`src/cron_expression_parser_core_macros.svh`:
```
// ----------------------------------------------------------------------------
// cron expression parser - assertion macros
// shared property templates, clocked on clk and disabled while rst_n is low
// ----------------------------------------------------------------------------
`ifndef CRON_EXPRESSION_PARSER_CORE_MACROS_SVH
`define CRON_EXPRESSION_PARSER_CORE_MACROS_SVH

// same-cycle implication
`define CEP_ASSERT_SAME(label, ante, cons) \
    label: assert property (@(posedge clk) disable iff (!rst_n) (ante) |-> (cons)) \
        else $error("cep: same-cycle check failed");

// next-cycle implication
`define CEP_ASSERT_NEXT(label, ante, cons) \
    label: assert property (@(posedge clk) disable iff (!rst_n) (ante) |=> (cons)) \
        else $error("cep: next-cycle check failed");

`endif

```
`src/cep_pkg.sv`:
```
// ----------------------------------------------------------------------------
// cep_pkg
// types, character codes, field limits and name tables of the cron parser
// ----------------------------------------------------------------------------
package cep_pkg;

    localparam int NAME_BUF_LEN = 9;
    localparam int NUM_FIELDS   = 5;

    localparam logic [16:0] NUM_LIMIT = 17'd100000;

    localparam logic [2:0] FLD_DOM   = 3'd2;
    localparam logic [2:0] FLD_MONTH = 3'd3;
    localparam logic [2:0] FLD_DOW   = 3'd4;
    localparam logic [2:0] FLD_COUNT = 3'd5;

    localparam logic [7:0] CH_SPACE = 8'h20;
    localparam logic [7:0] CH_TAB   = 8'h09;
    localparam logic [7:0] CH_STAR  = 8'h2a;
    localparam logic [7:0] CH_DASH  = 8'h2d;
    localparam logic [7:0] CH_SLASH = 8'h2f;
    localparam logic [7:0] CH_COMMA = 8'h2c;
    localparam logic [7:0] CH_HASH  = 8'h23;
    localparam logic [7:0] CH_AT    = 8'h40;
    localparam logic [7:0] CH_NUL   = 8'h00;
    localparam logic [7:0] CH_UP_L  = 8'h4c;
    localparam logic [7:0] CH_LO_L  = 8'h6c;
    localparam logic [7:0] CH_UP_W  = 8'h57;
    localparam logic [7:0] CH_LO_W  = 8'h77;

    typedef enum logic [3:0] {
        PH_BETWEEN,
        PH_BASE,
        PH_NUM_A,
        PH_NAME_A,
        PH_AFTER_BASE,
        PH_END_START,
        PH_NUM_B,
        PH_NAME_B,
        PH_STEP_START,
        PH_STEP
    } phase_t;

    typedef enum logic [2:0] {
        ST_IDLE,
        ST_CHAR,
        ST_WAIT_CHAR,
        ST_LAST,
        ST_WAIT_LAST,
        ST_FINISH
    } state_t;

    typedef struct packed {
        logic load;
        logic do_char;
        logic do_last;
        logic finish;
    } cep_cmd_t;

    typedef struct packed {
        logic exp_busy;
        logic out_busy;
        logic last;
    } cep_sts_t;

    typedef logic [NAME_BUF_LEN-1:0][7:0] name_buf_t;

    // words are right-justified: first letter in the highest used byte
    localparam logic [71:0] MONTH_WORDS [12] = '{
        72'("january"), 72'("february"), 72'("march"), 72'("april"),
        72'("may"), 72'("june"), 72'("july"), 72'("august"),
        72'("september"), 72'("october"), 72'("november"), 72'("december")};
    localparam logic [3:0] MONTH_LEN [12] = '{
        4'd7, 4'd8, 4'd5, 4'd5, 4'd3, 4'd4, 4'd4, 4'd6, 4'd9, 4'd7, 4'd8, 4'd8};
    localparam logic [71:0] DAY_WORDS [7] = '{
        72'("sunday"), 72'("monday"), 72'("tuesday"), 72'("wednesday"),
        72'("thursday"), 72'("friday"), 72'("saturday")};
    localparam logic [3:0] DAY_LEN [7] = '{
        4'd6, 4'd6, 4'd7, 4'd9, 4'd8, 4'd6, 4'd8};

    function automatic logic is_digit(input logic [7:0] c);
        return (c >= 8'h30) && (c <= 8'h39);
    endfunction

    function automatic logic is_letter(input logic [7:0] c);
        return ((c >= 8'h61) && (c <= 8'h7a)) || ((c >= 8'h41) && (c <= 8'h5a));
    endfunction

    function automatic logic [7:0] to_lower(input logic [7:0] c);
        return ((c >= 8'h41) && (c <= 8'h5a)) ? c + 8'd32 : c;
    endfunction

    function automatic logic [6:0] field_lo(input logic [2:0] k);
        logic [6:0] v;
        case (k)
            FLD_DOM, FLD_MONTH: v = 7'd1;
            default:            v = 7'd0;
        endcase
        return v;
    endfunction

    function automatic logic [6:0] field_hi(input logic [2:0] k);
        logic [6:0] v;
        case (k)
            3'd0:      v = 7'd59;
            3'd1:      v = 7'd23;
            FLD_DOM:   v = 7'd31;
            FLD_MONTH: v = 7'd12;
            default:   v = 7'd7;
        endcase
        return v;
    endfunction

    // {hit, value}; letters are stored lower case
    function automatic logic [4:0] name_lookup(input name_buf_t letters,
                                               input logic [3:0] n,
                                               input logic is_month);
        logic [4:0]  res;
        logic        ok;
        logic [71:0] w;
        logic [3:0]  wl;
        int          pos;
        res = '0;
        if ((n >= 4'd3) && (32'(n) <= NAME_BUF_LEN)) begin
            for (int i = 0; i < 12; i++) begin
                if (is_month || (i < 7)) begin
                    w  = is_month ? MONTH_WORDS[i] : DAY_WORDS[i % 7];
                    wl = is_month ? MONTH_LEN[i] : DAY_LEN[i % 7];
                    ok = (n == 4'd3) || (n == wl);
                    for (int j = 0; j < NAME_BUF_LEN; j++) begin
                        pos = int'(wl) - 1 - j;
                        if (ok && (j < int'(n)) && (pos >= 0)) begin
                            if (letters[j] != w[pos*8 +: 8]) begin
                                ok = 1'b0;
                            end
                        end
                    end
                    if (ok && !res[4]) begin
                        res = {1'b1, is_month ? 4'(i + 1) : 4'(i)};
                    end
                end
            end
        end
        return res;
    endfunction

endpackage

```
`src/cron_expression_parser_core.sv`:
```
// ----------------------------------------------------------------------------
// cron_expression_parser_core
// five-field cron text in, one beat per character; field masks out per text
// ----------------------------------------------------------------------------
// Each input beat carries one character of a cron expression; tlast marks the
// final one. An ordinary character passes the idle, char and wait states. A
// piece that closes with a range adds one mask update when the step is 1, and
// one update per value set (up to 30) when the step is larger, since the range
// expander visits the stepped values one a cycle. The last character adds the
// last, wait and finish states to close the last field and load the result
// register, plus the expansion of that field's final piece. One result beat
// follows each tlast beat; tuser high means the text was rejected and all
// masks are zero. A new character is taken while an earlier result still
// waits on the master side; only the next text's end stalls until it has left.
module cron_expression_parser_core
(
    input  logic         clk,
    input  logic         rst_n,
    input  logic         s_axis_tvalid,
    output logic         s_axis_tready,
    input  logic [7:0]   s_axis_tdata,   // character
    input  logic         s_axis_tlast,
    output logic         m_axis_tvalid,
    input  logic         m_axis_tready,
    // minute_mask, hour_mask, dom_mask, month_mask, dow_mask,
    // dom restricted flag, dow restricted flag, zero fill
    output logic [143:0] m_axis_tdata,
    output logic [0:0]   m_axis_tuser    // status
);
    import cep_pkg::*;

    cep_cmd_t    cmd;
    cep_sts_t    sts;
    logic        out_status;
    logic [59:0] minute_mask;
    logic [23:0] hour_mask;
    logic [31:0] dom_mask;
    logic [12:0] month_mask;
    logic [6:0]  dow_mask;
    logic        dom_restr;
    logic        dow_restr;

    cep_ctrl u_ctrl
    (
        .clk      (clk),
        .rst_n    (rst_n),
        .in_valid (s_axis_tvalid),
        .ready    (s_axis_tready),
        .cmd      (cmd),
        .sts      (sts)
    );

    cep_dp u_dp
    (
        .clk         (clk),
        .rst_n       (rst_n),
        .cmd         (cmd),
        .sts         (sts),
        .in_char     (s_axis_tdata),
        .in_last     (s_axis_tlast),
        .out_valid   (m_axis_tvalid),
        .out_ready   (m_axis_tready),
        .out_status  (out_status),
        .minute_mask (minute_mask),
        .hour_mask   (hour_mask),
        .dom_mask    (dom_mask),
        .month_mask  (month_mask),
        .dow_mask    (dow_mask),
        .dom_restr   (dom_restr),
        .dow_restr   (dow_restr)
    );

    assign m_axis_tdata = {6'd0, dow_restr, dom_restr, dow_mask, month_mask,
                           dom_mask, hour_mask, minute_mask};
    assign m_axis_tuser = out_status;

endmodule

```
`src/cep_ctrl.sv`:
```
// ----------------------------------------------------------------------------
// cep_ctrl
// sequencer of the cron parser: per-beat processing, end of text, result
// ----------------------------------------------------------------------------
`include "cron_expression_parser_core_macros.svh"

module cep_ctrl
(
    input  logic              clk,
    input  logic              rst_n,
    input  logic              in_valid,
    output logic              ready,
    output cep_pkg::cep_cmd_t cmd,
    input  cep_pkg::cep_sts_t sts
);
    import cep_pkg::*;

    state_t state_reg;
    state_t state_next;

    always_ff @(posedge clk or negedge rst_n)
    begin
        if (!rst_n)
        begin
            state_reg <= ST_IDLE;
        end
        else
        begin
            state_reg <= state_next;
        end
    end

    always_comb
    begin
        state_next = state_reg;
        case (state_reg)
            ST_IDLE:
            begin
                if (in_valid)
                begin
                    state_next = ST_CHAR;
                end
            end
            ST_CHAR:
            begin
                state_next = ST_WAIT_CHAR;
            end
            ST_WAIT_CHAR:
            begin
                if (!sts.exp_busy)
                begin
                    state_next = sts.last ? ST_LAST : ST_IDLE;
                end
            end
            ST_LAST:
            begin
                state_next = ST_WAIT_LAST;
            end
            ST_WAIT_LAST:
            begin
                if (!sts.exp_busy)
                begin
                    state_next = ST_FINISH;
                end
            end
            ST_FINISH:
            begin
                if (!sts.out_busy)
                begin
                    state_next = ST_IDLE;
                end
            end
            default:
            begin
                state_next = ST_IDLE;
            end
        endcase
    end

    always_comb
    begin
        ready       = 1'b0;
        cmd         = '0;
        case (state_reg)
            ST_IDLE:
            begin
                ready    = 1'b1;
                cmd.load = in_valid;
            end
            ST_CHAR:
            begin
                cmd.do_char = 1'b1;
            end
            ST_LAST:
            begin
                cmd.do_last = 1'b1;
            end
            ST_FINISH:
            begin
                cmd.finish = !sts.out_busy;
            end
            default:
            begin
                ready = 1'b0;
            end
        endcase
    end

    `CEP_ASSERT_SAME(a_ready_no_expand, ready, !sts.exp_busy)
    `CEP_ASSERT_SAME(a_finish_out_free, cmd.finish, !sts.out_busy)
    `CEP_ASSERT_NEXT(a_expand_needs_cmd, !sts.exp_busy && !(cmd.do_char || cmd.do_last), !sts.exp_busy)

endmodule

```
`src/cep_dp.sv`:
```
// ----------------------------------------------------------------------------
// cep_dp
// parser state, range expansion into field masks, and the result register
// ----------------------------------------------------------------------------
module cep_dp
(
    input  logic              clk,
    input  logic              rst_n,
    input  cep_pkg::cep_cmd_t cmd,
    output cep_pkg::cep_sts_t sts,
    input  logic [7:0]        in_char,
    input  logic              in_last,
    output logic              out_valid,
    input  logic              out_ready,
    output logic              out_status,
    output logic [59:0]       minute_mask,
    output logic [23:0]       hour_mask,
    output logic [31:0]       dom_mask,
    output logic [12:0]       month_mask,
    output logic [6:0]        dow_mask,
    output logic              dom_restr,
    output logic              dow_restr
);
    import cep_pkg::*;

    logic [7:0]  char_reg;
    logic        last_reg;

    logic [2:0]  fi_reg,     fi_next;
    phase_t      ph_reg,     ph_next;
    logic [16:0] acc_reg,    acc_next;
    logic [16:0] rs_reg,     rs_next;
    logic [16:0] re_reg,     re_next;
    logic [16:0] step_reg,   step_next;
    name_buf_t   nbuf_reg,   nbuf_next;
    logic [3:0]  nlen_reg,   nlen_next;
    logic [3:0]  pflags_reg, pflags_next;
    logic [1:0]  restr_reg,  restr_next;
    logic        err_reg,    err_next;

    logic        exp_go;
    logic        exp_busy_reg, exp_busy_next;
    logic [6:0]  exp_v_reg,    exp_v_next;
    logic [6:0]  exp_e_reg,    exp_e_next;
    logic [16:0] exp_step_reg, exp_step_next;
    logic [2:0]  exp_k_reg,    exp_k_next;

    logic [59:0] mask_reg  [NUM_FIELDS];
    logic [59:0] mask_next [NUM_FIELDS];

    logic        out_valid_reg;
    logic        out_status_reg;
    logic [59:0] minute_reg;
    logic [23:0] hour_reg;
    logic [31:0] dom_reg;
    logic [12:0] month_reg;
    logic [6:0]  dow_reg;
    logic [1:0]  out_restr_reg;

    // parser step: one beat, or the end of the text
    always_comb
    begin
        logic        end_path;
        logic        fc_en;
        logic        fc_end;
        logic [7:0]  c;
        logic        base_done;
        logic        rdone;
        logic        astep;
        logic        names;
        logic [20:0] pushed;
        logic [4:0]  hit;
        logic [1:0]  cnt;
        logic [16:0] lo;
        logic [16:0] hi;

        fi_next     = fi_reg;
        ph_next     = ph_reg;
        acc_next    = acc_reg;
        rs_next     = rs_reg;
        re_next     = re_reg;
        step_next   = step_reg;
        nbuf_next   = nbuf_reg;
        nlen_next   = nlen_reg;
        pflags_next = pflags_reg;
        restr_next  = restr_reg;
        err_next    = err_reg;
        exp_go      = 1'b0;
        end_path    = 1'b0;
        fc_en       = 1'b0;
        fc_end      = 1'b0;
        base_done   = 1'b0;
        rdone       = 1'b0;
        astep       = 1'b0;
        c           = char_reg;
        names       = (fi_reg >= FLD_MONTH);
        pushed      = 21'(acc_reg) * 21'd10 + 21'(char_reg - 8'h30);
        hit         = name_lookup(nbuf_reg, nlen_reg, fi_reg == FLD_MONTH);
        lo          = 17'(field_lo(fi_reg));
        hi          = 17'(field_hi(fi_reg));
        cnt         = pflags_reg[3:2];

        if (cmd.do_char && !err_reg)
        begin
            if ((c == CH_SPACE) || (c == CH_TAB))
            begin
                end_path = (ph_reg != PH_BETWEEN);
            end
            else if (c == CH_NUL)
            begin
                err_next = 1'b1;
            end
            else
            begin
                if (ph_reg == PH_BETWEEN)
                begin
                    if (fi_reg >= FLD_COUNT)
                    begin
                        err_next = 1'b1;
                    end
                    else
                    begin
                        ph_next     = PH_BASE;
                        pflags_next = '0;
                        cnt         = 2'd0;
                        if ((c != CH_STAR) && (fi_reg == FLD_DOM))
                        begin
                            restr_next[0] = 1'b1;
                        end
                        if ((c != CH_STAR) && (fi_reg == FLD_DOW))
                        begin
                            restr_next[1] = 1'b1;
                        end
                    end
                end
                // extension screening per comma piece
                if (!err_next)
                begin
                    if ((c == CH_HASH) || (c == CH_AT))
                    begin
                        err_next = 1'b1;
                    end
                    else if (c == CH_COMMA)
                    begin
                        if (pflags_next[0] && (pflags_next[1] || (cnt < 2'd3)))
                        begin
                            err_next = 1'b1;
                        end
                        pflags_next = '0;
                    end
                    else
                    begin
                        if ((c == CH_UP_L) || (c == CH_LO_L) || (c == CH_UP_W) ||
                            (c == CH_LO_W))
                        begin
                            pflags_next[0] = 1'b1;
                        end
                        if (!is_letter(c) && (c != CH_DASH))
                        begin
                            pflags_next[1] = 1'b1;
                        end
                        if (cnt < 2'd3)
                        begin
                            cnt = cnt + 2'd1;
                        end
                        pflags_next[3:2] = cnt;
                    end
                end
                fc_en = !err_next;
            end
        end

        if (cmd.do_last && !err_reg && (ph_reg != PH_BETWEEN))
        begin
            end_path = 1'b1;
        end

        if (end_path)
        begin
            if (pflags_reg[0] && (pflags_reg[1] || (pflags_reg[3:2] < 2'd3)))
            begin
                err_next = 1'b1;
            end
            pflags_next = '0;
            fc_en       = !err_next;
            fc_end      = 1'b1;
            c           = CH_NUL;
        end

        if (fc_en)
        begin
            case (ph_next)
                PH_BASE:
                begin
                    if (c == CH_STAR)
                    begin
                        rs_next = lo;
                        re_next = hi;
                        ph_next = PH_AFTER_BASE;
                    end
                    else if (is_digit(c))
                    begin
                        acc_next = 17'(c - 8'h30);
                        ph_next  = PH_NUM_A;
                    end
                    else if (names && is_letter(c))
                    begin
                        nbuf_next[0] = to_lower(c);
                        nlen_next    = 4'd1;
                        ph_next      = PH_NAME_A;
                    end
                    else
                    begin
                        err_next = 1'b1;
                    end
                end
                PH_NUM_A, PH_NUM_B, PH_STEP:
                begin
                    if (is_digit(c))
                    begin
                        acc_next = pushed[16:0];
                        if (pushed > 21'(NUM_LIMIT))
                        begin
                            err_next = 1'b1;
                        end
                    end
                    else if (ph_next == PH_NUM_A)
                    begin
                        rs_next   = acc_reg;
                        re_next   = acc_reg;
                        base_done = 1'b1;
                    end
                    else if (ph_next == PH_NUM_B)
                    begin
                        re_next = acc_reg;
                        rdone   = 1'b1;
                    end
                    else
                    begin
                        step_next = acc_reg;
                        if (acc_reg == '0)
                        begin
                            err_next = 1'b1;
                        end
                        else
                        begin
                            astep = 1'b1;
                        end
                    end
                end
                PH_NAME_A, PH_NAME_B:
                begin
                    if (is_letter(c))
                    begin
                        if (32'(nlen_reg) < NAME_BUF_LEN)
                        begin
                            nbuf_next[nlen_reg] = to_lower(c);
                            nlen_next           = nlen_reg + 4'd1;
                        end
                        else
                        begin
                            nlen_next = 4'(NAME_BUF_LEN + 1);
                        end
                    end
                    else if (!hit[4])
                    begin
                        err_next = 1'b1;
                    end
                    else if (ph_next == PH_NAME_A)
                    begin
                        rs_next   = 17'(hit[3:0]);
                        re_next   = 17'(hit[3:0]);
                        base_done = 1'b1;
                    end
                    else
                    begin
                        re_next = 17'(hit[3:0]);
                        rdone   = 1'b1;
                    end
                end
                PH_AFTER_BASE:
                begin
                    base_done = 1'b1;
                end
                PH_END_START:
                begin
                    if (is_digit(c))
                    begin
                        acc_next = 17'(c - 8'h30);
                        ph_next  = PH_NUM_B;
                    end
                    else if (names && is_letter(c))
                    begin
                        nbuf_next[0] = to_lower(c);
                        nlen_next    = 4'd1;
                        ph_next      = PH_NAME_B;
                    end
                    else
                    begin
                        err_next = 1'b1;
                    end
                end
                PH_STEP_START:
                begin
                    if (is_digit(c))
                    begin
                        acc_next = 17'(c - 8'h30);
                        ph_next  = PH_STEP;
                    end
                    else
                    begin
                        err_next = 1'b1;
                    end
                end
                default:
                begin
                    err_next = 1'b1;
                end
            endcase

            if (base_done)
            begin
                if (!fc_end && (c == CH_DASH))
                begin
                    ph_next = PH_END_START;
                end
                else
                begin
                    rdone = 1'b1;
                end
            end

            if (rdone)
            begin
                if ((rs_next < lo) || (re_next > hi) || (rs_next > re_next))
                begin
                    err_next = 1'b1;
                end
                else if (!fc_end && (c == CH_SLASH))
                begin
                    ph_next = PH_STEP_START;
                end
                else
                begin
                    step_next = 17'd1;
                    astep     = 1'b1;
                end
            end

            if (astep)
            begin
                if (fc_end)
                begin
                    ph_next = PH_BETWEEN;
                    exp_go  = 1'b1;
                end
                else if (c == CH_COMMA)
                begin
                    ph_next = PH_BASE;
                    exp_go  = 1'b1;
                end
                else
                begin
                    err_next = 1'b1;
                end
            end
        end

        if (end_path && !err_next)
        begin
            fi_next = fi_reg + 3'd1;
            ph_next = PH_BETWEEN;
        end

        if (cmd.finish)
        begin
            fi_next     = '0;
            ph_next     = PH_BETWEEN;
            acc_next    = '0;
            rs_next     = '0;
            re_next     = '0;
            step_next   = 17'd1;
            nlen_next   = '0;
            pflags_next = '0;
            restr_next  = '0;
            err_next    = 1'b0;
        end
    end

    // range expansion: a whole span when the step is one, else one value a cycle
    always_comb
    begin
        logic [63:0] span;
        logic [63:0] sel;
        logic [17:0] nv;

        exp_busy_next = exp_busy_reg;
        exp_v_next    = exp_v_reg;
        exp_e_next    = exp_e_reg;
        exp_step_next = exp_step_reg;
        exp_k_next    = exp_k_reg;
        for (int i = 0; i < NUM_FIELDS; i++)
        begin
            mask_next[i] = mask_reg[i];
        end

        span = ({64{1'b1}} << exp_v_reg) & ~({64{1'b1}} << (8'(exp_e_reg) + 8'd1));
        sel  = (exp_step_reg == 17'd1) ? span : (64'd1 << exp_v_reg);
        if ((exp_k_reg == FLD_DOW) && sel[7])
        begin
            sel[7] = 1'b0;
            sel[0] = 1'b1;
        end
        nv = 18'(exp_step_reg) + 18'(exp_v_reg);

        if (exp_go)
        begin
            exp_busy_next = 1'b1;
            exp_v_next    = rs_next[6:0];
            exp_e_next    = re_next[6:0];
            exp_step_next = step_next;
            exp_k_next    = fi_reg;
        end
        else if (exp_busy_reg)
        begin
            mask_next[exp_k_reg] = mask_reg[exp_k_reg] | sel[59:0];
            if ((exp_step_reg == 17'd1) || (nv > 18'(exp_e_reg)))
            begin
                exp_busy_next = 1'b0;
            end
            else
            begin
                exp_v_next = nv[6:0];
            end
        end

        if (cmd.finish)
        begin
            for (int i = 0; i < NUM_FIELDS; i++)
            begin
                mask_next[i] = '0;
            end
        end
    end

    always_ff @(posedge clk or negedge rst_n)
    begin
        if (!rst_n)
        begin
            fi_reg        <= '0;
            ph_reg        <= PH_BETWEEN;
            acc_reg       <= '0;
            rs_reg        <= '0;
            re_reg        <= '0;
            step_reg      <= 17'd1;
            nlen_reg      <= '0;
            pflags_reg    <= '0;
            restr_reg     <= '0;
            err_reg       <= 1'b0;
            exp_busy_reg  <= 1'b0;
            last_reg      <= 1'b0;
            out_valid_reg <= 1'b0;
            for (int i = 0; i < NUM_FIELDS; i++)
            begin
                mask_reg[i] <= '0;
            end
        end
        else
        begin
            fi_reg       <= fi_next;
            ph_reg       <= ph_next;
            acc_reg      <= acc_next;
            rs_reg       <= rs_next;
            re_reg       <= re_next;
            step_reg     <= step_next;
            nlen_reg     <= nlen_next;
            pflags_reg   <= pflags_next;
            restr_reg    <= restr_next;
            err_reg      <= err_next;
            exp_busy_reg <= exp_busy_next;
            for (int i = 0; i < NUM_FIELDS; i++)
            begin
                mask_reg[i] <= mask_next[i];
            end
            if (cmd.load)
            begin
                last_reg <= in_last;
            end
            if (cmd.finish)
            begin
                out_valid_reg <= 1'b1;
            end
            else if (out_ready)
            begin
                out_valid_reg <= 1'b0;
            end
        end
    end

    always_ff @(posedge clk)
    begin
        nbuf_reg     <= nbuf_next;
        exp_v_reg    <= exp_v_next;
        exp_e_reg    <= exp_e_next;
        exp_step_reg <= exp_step_next;
        exp_k_reg    <= exp_k_next;
        if (cmd.load)
        begin
            char_reg <= in_char;
        end
        if (cmd.finish)
        begin
            // any error or a wrong field count blanks the whole result
            out_status_reg <= err_reg || (fi_reg != FLD_COUNT);
            if (err_reg || (fi_reg != FLD_COUNT))
            begin
                minute_reg    <= '0;
                hour_reg      <= '0;
                dom_reg       <= '0;
                month_reg     <= '0;
                dow_reg       <= '0;
                out_restr_reg <= '0;
            end
            else
            begin
                minute_reg    <= mask_reg[0];
                hour_reg      <= mask_reg[1][23:0];
                dom_reg       <= mask_reg[2][31:0];
                month_reg     <= mask_reg[3][12:0];
                dow_reg       <= mask_reg[4][6:0];
                out_restr_reg <= restr_reg;
            end
        end
    end

    assign sts.exp_busy = exp_busy_reg;
    assign sts.out_busy = out_valid_reg && !out_ready;
    assign sts.last     = last_reg;

    assign out_valid   = out_valid_reg;
    assign out_status  = out_status_reg;
    assign minute_mask = minute_reg;
    assign hour_mask   = hour_reg;
    assign dom_mask    = dom_reg;
    assign month_mask  = month_reg;
    assign dow_mask    = dow_reg;
    assign dom_restr   = out_restr_reg[0];
    assign dow_restr   = out_restr_reg[1];

endmodule
```
`config.mk`:
```
export PLATFORM = sky130hd
export DESIGN_NAME = cron_expression_parser_core
export DESIGN_NICKNAME = d
export VERILOG_FILES = /design/src/cep_pkg.sv /design/src/cron_expression_parser_core.sv /design/src/cep_ctrl.sv /design/src/cep_dp.sv
export VERILOG_INCLUDE_DIRS = /design/src /design/src/src
export SDC_FILE = /design/constraint.sdc
export NUM_CORES = 2
export LEC_CHECK = 0
export BUFFER_PORTS_ARGS = -buffer_cell sky130_fd_sc_hd__buf_4
export CAP_MARGIN = 20
export CORE_ASPECT_RATIO = 0.5
export CORE_MARGIN = 3
export CORE_UTILIZATION = 45
export CTS_CLUSTER_SIZE = 10
export DETAILED_ROUTE_END_ITERATION = 12
export SLEW_MARGIN = 20
export SYNTH_ARGS = -nofsm -noshare
export SYNTH_HDL_FRONTEND = slang
export SYNTH_SLANG_ARGS = --single-unit
export TNS_END_PERCENT = 30
```
`constraint.sdc`:
```
create_clock -name clk -period 9 [get_ports clk]
set_clock_uncertainty 0.15 [all_clocks]
set_input_delay 0.45 -clock clk [delete_from_list [all_inputs] [get_ports clk]]
set_output_delay 0.45 -clock clk [all_outputs]
set_load 0.01 [all_outputs]
```
==> flow_metrics.py <==
metrics = {
    "sta": {
        "max_freq_mhz": 120,
        "tightest_slew_ps": 1070,
        "rsz0062_at_grt": "false",
        "period_share_pct": 92.6,
        "setup_viol": 0,
        "drv_slew": 0,
        "finalCriticalPeriod_ps": 8340,
        "tns_ps": 0,
        "worst_hold_slack_ps": 72.4,
        "timing.final.hold_violations": 0,
        "max-slew-margin-rel_pct": 28.6,
    },
    "run": {
        "maxCapViolCount": 0,
    },
    "placed_design": {
        "placed_cells": 4930,
        "hpwl_um": 89800,
        "port_buffers": 153,
        "gp_congestion": 0.995,
    },
    "finish": {
        "largest_register_ffs": 300,
        "syn2layout_area_growth_pct": 12.2,
        "diodes": 0,
        "layout-drive-gt1-share_pct": 12.7,
        "finalNetCount": 4040,
        "final_util_pct": 51.6,
        "layout.cells.non_filler": 5072,
    },
    "power": {
        "ir_worst_vdd_mv": 0.164,
        "p_seq_share_pct": 38.6,
        "sw_frac_of_total_pct": 38.4,
        "switching_power_w": 0.00439,
        "comb_power_share_pct": 35.9,
        "powerDensity_nw_per_um2": 267,
        "leakage_nw": 16.6,
        "intPower_w": 0.00704,
        "p_clk_share_pct": 25.5,
    },
    "clocking": {
        "cts-root-buf": "clkbuf_16",
        "cts-resized-gates": 0,
        "insertion_delay_ps": 690,
        "path_clk_slew_ps": 60,
        "cts_buffers": 75,
        "clockBufferDepth": 3,
        "cts_tree": "yes",
        "clkSinkCount": 645,
        "htreeDepth": 3,
    },
    "global_route": {
        "grt_max_degree": 156,
        "grt_pass1_vias": 32000,
        "antenna_found_initial": 1,
        "grtUsageTotal_pct": 29.8,
        "grt_overflow": 0,
        "grt_pass1_wl_um": 204000,
    },
    "worst_setup_path": {
        "crit_arrival_ps": 8770,
        "critPathKind": "flip-flop to flip-flop",
        "end_kind": "flip-flop",
        "cp_max_fo": 42,
        "timing.rr.end": "u_dp.mask_reg[127]",
        "startpoint_type": "flip-flop",
        "regToRegSetupSlack_ps": 660,
        "worstPathRequired_ps": 9430,
        "slowest_stage": "nor4_1",
        "worstReg2RegStart": "u_dp.fi_reg[1]",
        "ff2ff_path_depth": 30,
        "cpPeakStageDelay_ps": 690,
    },
    "min_path": {
        "hold_end": "u_ctrl.state_reg[0]",
        "min_path_type": "primary input to flip-flop",
        "min-delay-start": "s_axis_tvalid",
        "worstHoldPathCells": 5,
    },
    "detailed_routing": {
        "ant_nets": 0,
        "top_layer": "met4",
        "drc_errors": 0,
        "drt-initial-drc-count": 4009,
        "dr_wl_met3_um": 12200,
        "wire_per_inst_um": 26.5,
        "drtPass1Iterations": 6,
        "via_per_inst": 6.54,
        "met2_length_um": 58300,
        "via_count": 33200,
        "drt_wl_total_um": 134000,
        "met1_length_um": 61100,
    },
    "logic_synthesis": {
        "synth_top_family_by_area": "compound AO/OA/AOI/OAI gates",
        "synth_edf_count": 253,
        "synthSimpleGateAreaFrac_pct": 17.5,
        "syn-cell-area_um2": 38100,
        "synth-xor-area-share_pct": 1.84,
        "syn_inst": 3883,
        "synth_cell_types": 107,
        "synth_compound_area_share_pct": 22.6,
        "yosys-top-cells-area": "dfrtp_1 (26%), edfxtp_1 (20%), a211oi_1 (3.9%), ha_1 (3.5%), nor3_1 (3.3%)",
        "synth_flop_cell": "dfrtp_1",
        "synthMuxAreaShare_pct": 2.88,
        "yosysSeqAreaShare_pct": 45.7,
        "synthArstFlopShare_pct": 60.8,
        "synth.ff_latch_count": 645,
        "yosysTopAreaCell": "dfrtp_1",
        "synthAdderAreaFrac_pct": 3.67,
        "synth.avg_cell_area_um2": 9.81,
        "synth_warnings": 0,
        "synth_top_area_share_pct": 25.7,
    },
    "floorplan": {
        "die_width_um": 417,
        "die-area_um2": 88400,
        "fp.dieH_um": 212,
        "rows": 74,
        "boundaryPins": 160,
        "core_area_um2": 82800,
        "start_util_pct": 46.0,
    },
    "outcome": {
        "status": "complete, no violations",
    },
}
[layout by cell type, fill, tap and decap left out, types with 45 or more instances in the layout]
master / instances
a21oi_1: 175
o32ai_1: 76
nor2_1: 228
xnor2_1: 53
nor2b_1: 46
inv_1: 228
o21ai_0: 185
nand2_1: 224
nor3_1: 249
a211oi_1: 197
o32ai_2: 45
a22oi_1: 63
buf_4: 242
clkbuf_16: 76
ha_1: 106
and2_1: 125
edfxtp_1: 253
dfrtp_1: 391
o211ai_1: 48
nand3_1: 83
[logic make-up (layout without fill, tap and decap cells)]
group | Yosys count | in the layout
AO/OA/AOI/OAI | 1171 | 1171
other | 1 | 6
multiplexers | 75 | 75
adder cells (fa/ha/maj) | 110 | 110
buffers and inverters | 543 | 625
flip-flops | 645 | 645
XOR/XNOR | 80 | 80
AND/OR/NAND/NOR | 1258 | 1258
[how the worst max path moves through the flow]
stage	slack (ps)	depth (start not counted)	from	end
after floorplan	1430	35	u_dp.char_reg[4]	u_dp.exp_v_reg[1]
after global placement	620	30	u_dp.fi_reg[2]	u_dp.mask_reg[299]
after detailed placement	510	30	u_dp.fi_reg[2]	u_dp.mask_reg[127]
after CTS	530	30	u_dp.fi_reg[1]	u_dp.mask_reg[127]
after global routing	30	35	u_dp.char_reg[4]	u_dp.mask_reg[174]
final	660	30	u_dp.fi_reg[1]	u_dp.mask_reg[127]
[area by class of cell]
cell class | count | area, µm²
Inverter | 232 | 878
Tap cell | 1102 | 1380
Clock buffer | 122 | 2090
Clock inverter | 8 | 181
Multi-Input combinational cell | 2700 | 18700
Sequential cell | 645 | 17400
Fill cell | 7514 | 40000
Timing Repair Buffer | 263 | 2110
[synth_stat cells (15+ instances only)]
cell and count:
o32ai_2 45, nor2_1 231, nand2b_1 28, nor2b_1 46
a21oi_1 178, nor4bb_1 19, inv_1 228, a21o_1 35
o22ai_1 44, nand3_1 86, nand2_1 224, dfrtp_1 391
nor4_1 29, mux4_2 26, clkbuf_1 252, nor3_1 252
mux2i_1 31, ha_1 107, o21bai_1 18, buf_2 15
a22oi_1 65, edfxtp_1 253, xor2_1 27, xnor2_1 53
and2_1 125, nor4b_1 20, and3_1 28, o2111ai_1 15
mux2_2 18, o32ai_1 76, a211oi_1 197, buf_1 22
o31ai_1 15, a22o_1 33, o211ai_1 48, nor3b_1 21
a31oi_1 44, o21ai_0 185, nand4_1 29
[worst max-delay path, delay by kind of cell (launching register included)]
family / cells / cell delay [ps]
buffers and inverters: 4 / 980
xor gates and xnor gates: 1 / 160
AOI/OAI and AO/OA: 14 / 3150
DFF: 1 / 500
and+or+nand+nor: 8 / 2210
adders and majority gates: 3 / 1090
[per-layer routing]
metal,vias up,global-route usage (%)
li1,14700,-
met1,16600,44.8
met2,1658,44.2
met3,210,6.34
met4,0,6.59
met5,-,0
[power by group through the flow]
stage	registers, W	logic, W	clock network (W)
2_1_floorplan	0.00422	0.00277	0
3_3_place_gp	0.00441	0.00396	0
3_5_place_dp	0.00443	0.00400	0
4_1_cts	0.00439	0.00403	0.00295
5_1_grt	0.00448	0.00447	0.00309
6_report	0.00441	0.00410	0.00291
[timing repair]
item	CTS	global route
setup buffers	0	1
setup endpoints to repair	0	133
hold buffers	11	0
endpoints found under the hold margin	110	0
[stage by stage]
step                total power (W)  area (µm²)  setup WS (ps)
global route                 0.0120       42700           28.8
detailed placement          0.00844       40300            513
global placement            0.00837       40300            624
finish                       0.0114       42700            662
floorplan                   0.00700       38100           1430
CTS                          0.0114       42700            527
Power figures use the tool's default switching activity.
